## src/rtl/ffa_ram.sv

```systemverilog
`default_nettype none
// ----------------------------------------------------------------------------
// ffa_ram
// Generic single-port RAM with registered read.
// ----------------------------------------------------------------------------
module ffa_ram #(
    parameter int WIDTH = 8,
    parameter int DEPTH = 64
) (
    input  wire logic                     clk,
    input  wire logic                     we,
    input  wire logic [$clog2(DEPTH)-1:0] addr,
    input  wire logic [WIDTH-1:0]         wdata,
    output logic      [WIDTH-1:0]         rdata
);
    logic [WIDTH-1:0] mem [DEPTH];

    always_ff @(posedge clk)
    begin
        if (we)
        begin
            mem[addr] <= wdata;
        end
        rdata <= mem[addr];
    end
endmodule
`default_nettype wire

```

## config.mk

```make
export PLATFORM = sky130hd
export DESIGN_NAME = ffa_ram
export DESIGN_NICKNAME = d
export VERILOG_FILES = /design/src/rtl/ffa_ram.sv
export SDC_FILE = /design/constraint.sdc
export NUM_CORES = 1
export LEC_CHECK = 0
export ABC_AREA = 1
export BUFFER_PORTS_ARGS = -buffer_cell sky130_fd_sc_hd__buf_4
export CORE_UTILIZATION = 28
export CTS_BUF_LIST = sky130_fd_sc_hd__clkbuf_2 sky130_fd_sc_hd__clkbuf_4 sky130_fd_sc_hd__clkbuf_8
export CTS_CLUSTER_SIZE = 25
export DETAILED_ROUTE_END_ITERATION = 8
export HOLD_SLACK_MARGIN = 0.08
export PLACE_DENSITY = 0.54
export SKIP_CTS_REPAIR_TIMING = 1
export SLEW_MARGIN = 20
export SYNTH_ARGS = -nofsm -noshare
export SYNTH_HDL_FRONTEND = slang
export SYNTH_SLANG_ARGS = --single-unit
```

## constraint.sdc

```tcl
create_clock -name clk -period 2.2 [get_ports clk]
set_clock_uncertainty 0.2 [all_clocks]
set_input_delay 0.11 -clock clk [delete_from_list [all_inputs] [get_ports clk]]
set_output_delay 0.11 -clock clk [all_outputs]
set_load 0.02 [all_outputs]
```

# After elaboration in Yosys (flattened, before gate mapping)
# Memory sizes are Yosys's and may differ from the RTL's. A register that Yosys moved wholly into a read port is not among the register bits.
# Index checks and enable logic that the tools add are counted.
dict set report word_totals {
  ram_bits 512
  output_inout_bits 8
  input_bits 16
  rom_bits 0
  latchBits 0
  reg_bits 0
  elab_cells 3
  n_memories 1
}
# name words width read_ports rd_clocked_by_memory_dff write_ports line
set memory_table {}
lappend memory_table {mem 64 8 1 1 1 16} ;# logic [WIDTH-1:0] mem [DEPTH];
dict set report op_classes {
  eq_ne 0
  div 0
  mul 0
  muxes 2
  n_addsub 0
  shift 0
  n_bitwise 0
  magnitude_cmp 0
  n_reduce_logical 0
}
# cell n
set ops {}
lappend ops {{2-to-1 mux 1 bit} 2}

# Depth between registers and ports, before layout
dict set report depth {
  word_depth 2
  ltp_mapped 13
}

# Worst setup path before layout
# OpenSTA, ideal clock, no wires.
dict set report synth_timing {
  path_kind {input-to-reg}
  startpoint {in addr[3]}
  endpoint {mem mem[41][0], enable pin}
  setup_ns 0.395
  stages 5
  arrival_ns 1.684
  t_required_ns 1.605
  slack_ns -0.079
  cell_sequence {buf_2 > inv_2 > nor3_2 > inv_2 > nor4_1}
}
# item line
set synth_lines {}
lappend synth_lines {{start: declaration} 12} ;# input wire logic [$clog2(DEPTH)-1:0] addr,
lappend synth_lines {{end: declaration} 16}
# Straight into the memory's write port.

# Worst setup path in the final report
dict set report layout_timing {
  startpoint {in addr[3]}
  endpoint {mem mem[45][5], enable pin}
}
# Straight into the memory's write port.

==> key figures <==
Timing
  • # setup viols final: 0
  • Final hold violation count: 0
  • Worst slew pin tran: 0.743 ns
  • Setup TNS: 0 ns
  • Worst slew margin: 50.5%
  • Max Slew Vio Count: 0
  • Tmin final: 2.18 ns
  • Final period util: 99.0%
  • F_max: 0.459 GHz

Route
  • Final WL: 59.8 mm
  • 1st-pass router iterations: 6
  • Number of remaining DRC errors: 0
  • Vias after detailed routing: 15.1k
  • Routed wire per std cell: 17.4 um
  • Number of DRC markers in iteration 0: 1125
  • DR vias/cell: 4.38
  • Routed Antenna Nets: 0

Die
  • Die Y-Extent: 283 um
  • # IOs: 24
  • Core area: 0.0777 sq mm
  • Row count: 102
  • Die Width: 283 um
  • Die area: 0.0799 sq mm
  • Initial Util: 28.4%

Pwr
  • Switching share of power: 23.8%
  • Reg power frac: 52.8%
  • Logic pwr share: 6.9%
  • VDD IR-drop max: 0.000395 V
  • Leakage power: 10.8 nW
  • Power share of the clock group: 40.3%
  • Pint: 15.9 mW
  • P_sw: 4.97 mW
  • Cell area power density: 801 mW/mm^2

Worst setup path
  • Arrival time at the worst endpoint: 2.34 ns
  • Critical Path Source Type: input port
  • Critical Path Source: addr[3]
  • Crit end category: register
  • CP max FO: 8
  • Flop2flop setup slack: 0.56 ns
  • Setup CP Type: in -> reg
  • R2R Path End: rdata[6]
  • Worst EP required: 2.37 ns
  • Register-to-Register Path Depth: 10
  • Reg-to-Reg Start: mem[63][6]

Synth
  • Net Count, Synth: 2183
  • Post-Syn Instances: 2167
  • Synthesis Warnings: 0
  • Synth cell types: 22
  • Yosys reg bits: 520
  • Sequential-to-total area share from yosys stat: 70.5%
  • Average instance area after synthesis: 10.2 sq um
  • Mapped cell area: 0.0220 sq mm

Final layout
  • Share of layout cells above drive strength 1: 12.6%
  • Fin cells: 3436
  • Commonest non-fill, non-tap cells in the layout: nand2_1 (1384), edfxtp_1 (512), buf_4 (127), clkbuf_8 (89), nor2_1 (87)
  • Fin area: 0.0261 sq mm
  • Nets: 2344
  • Most common cell after layout, fill and taps aside: nand2_1
  • Area grow syn2layout: 18.2%

Global routing
  • Largest net degree at the start of global routing: 99
  • Grt ovf: 0
  • Global-route usage over all layers: 15.1%
  • Vias in the first global route: 15.1k
  • First-pass GRT wire length: 90.7 mm
  • Initial antenna violation count: 1

Min path
  • Hold Path Depth: 9
  • WHS Endpoint: rdata[6]
  • Worst hold path class: in -> reg
  • Hold path start: addr[0]

Clock tree
  • Clock Sink Count: 520
  • CTS root buf: clkbuf_8
  • Worst-Skew Late Latency: 0.69 ns
  • TritonCTS buffer count: 88
  • H-tree Lvls: 3
  • CTS Buffer Depth: 3
  • Clk slew on worst S/H paths: 0.06 ns
  • CTS tree: yes

Placement
  • Half-perimeter wire length after placement: 36.9 mm
  • Area of placed instances: 0.0241 sq mm
  • RePlAce Congestion: 0.843
  • Placed Instances: 3253
  • Port bufs: 23

Job
  • Max_cap viols: 0

Status
  • Status: finished, final reports clean
==> synthesized netlist by cell type, drive strengths merged <==
cell type	instances	area share [%]
dfxtp	8	0.73
nor2	89	1.5
edfxtp	512	70
clkinv	1	0.017
clkbuf	23	0.39
nor4	2	0.057
o211ai	5	0.17
nor3	8	0.36
nand3	13	0.30
nand2	1384	24
inv	29	0.49
o21ai	7	0.16
buf	78	2.3
or2	6	0.17
nand4	2	0.057
==> worst max-delay path: stages <==
cell           delay, ns
buf_4               0.12
inv_2               0.05
dlygate4sd3_1       0.57
nor3_2              0.34
inv_2               0.14
dlygate4sd3_1       0.68
nor2_1              0.13
buf_4               0.19
==> how the worst max path moves through the flow <==
| stage | end | depth (start not counted) |
|---|---|---|
| 2_1_floorplan | mem[41][0] | 5 |
| 5_1_grt | mem[44][7] | 8 |
| 3_3_place_gp | mem[54][5] | 7 |
| 6_report | mem[45][5] | 8 |
| 3_5_place_dp | mem[54][5] | 7 |
| 4_1_cts | rdata[5] | 1 |
==> stage by stage <==
| step | power (mW) | setup slack (ns) | utilization (%) | hold WS [ns] |
|---|---|---|---|---|
| 3_3_place_gp | 12.6 | 0.133 | 31.0 | 0.315 |
| 6_report | 20.9 | 0.0228 | 33.5 | 0.0346 |
| 2_1_floorplan | 12.0 | -0.0786 | - | 0.00887 |
| 5_1_grt | 21.7 | -0.0271 | 33.5 | 0.0940 |
| 4_1_cts | 21.1 | 0.527 | 33.2 | -0.426 |
| 3_5_place_dp | 12.6 | 0.123 | 31.0 | 0.321 |
==> cell families after synthesis <==
| logic type | Yosys count | share of synthesized area [%] |
|---|---|---|
| AO/OA/AOI/OAI | 12 | 0.329 |
| buffers and inverters | 131 | 3.16 |
| flip-flops | 520 | 70.5 |
| AND/OR/NAND/NOR | 1504 | 26.0 |
==> power groups by stage <==
stage	Sequential [mW]	Combinational (mW)	Clock, mW
final	11.0	1.44	8.41
after global routing	11.0	1.60	9.10
after CTS	11.0	1.42	8.65
after detailed placement	11.2	1.41	0
after global placement	11.2	1.41	0
after floorplan	11.2	0.749	0
==> layout make-up <==
type	count	area, sq um
Inverter	30	119
Clock buffer	113	1400
Tap cell	1040	1300
Multi-Input combinational cell	1516	5810
Antenna cell	1	2.50
Fill cell	7908	51700
Timing Repair Buffer	172	1600
Clock inverter	44	293
Sequential cell	520	15500
==> registers in the layout, summed over array words and instances, names as in the netlist <==
signal	flops
mem	512
rdata	8
==> metal layers <==
metal | global-route usage (%) | wire, um | vias to the layer above
met5 | 0 | 0 | -
met4 | 4.59 | 1390 | 0
met3 | 3.20 | 3520 | 93
met2 | 24.0 | 27300 | 382
met1 | 20.7 | 27600 | 7238
li1 | - | - | 7347
No activity file was read; power rests on OpenSTA's default activity.
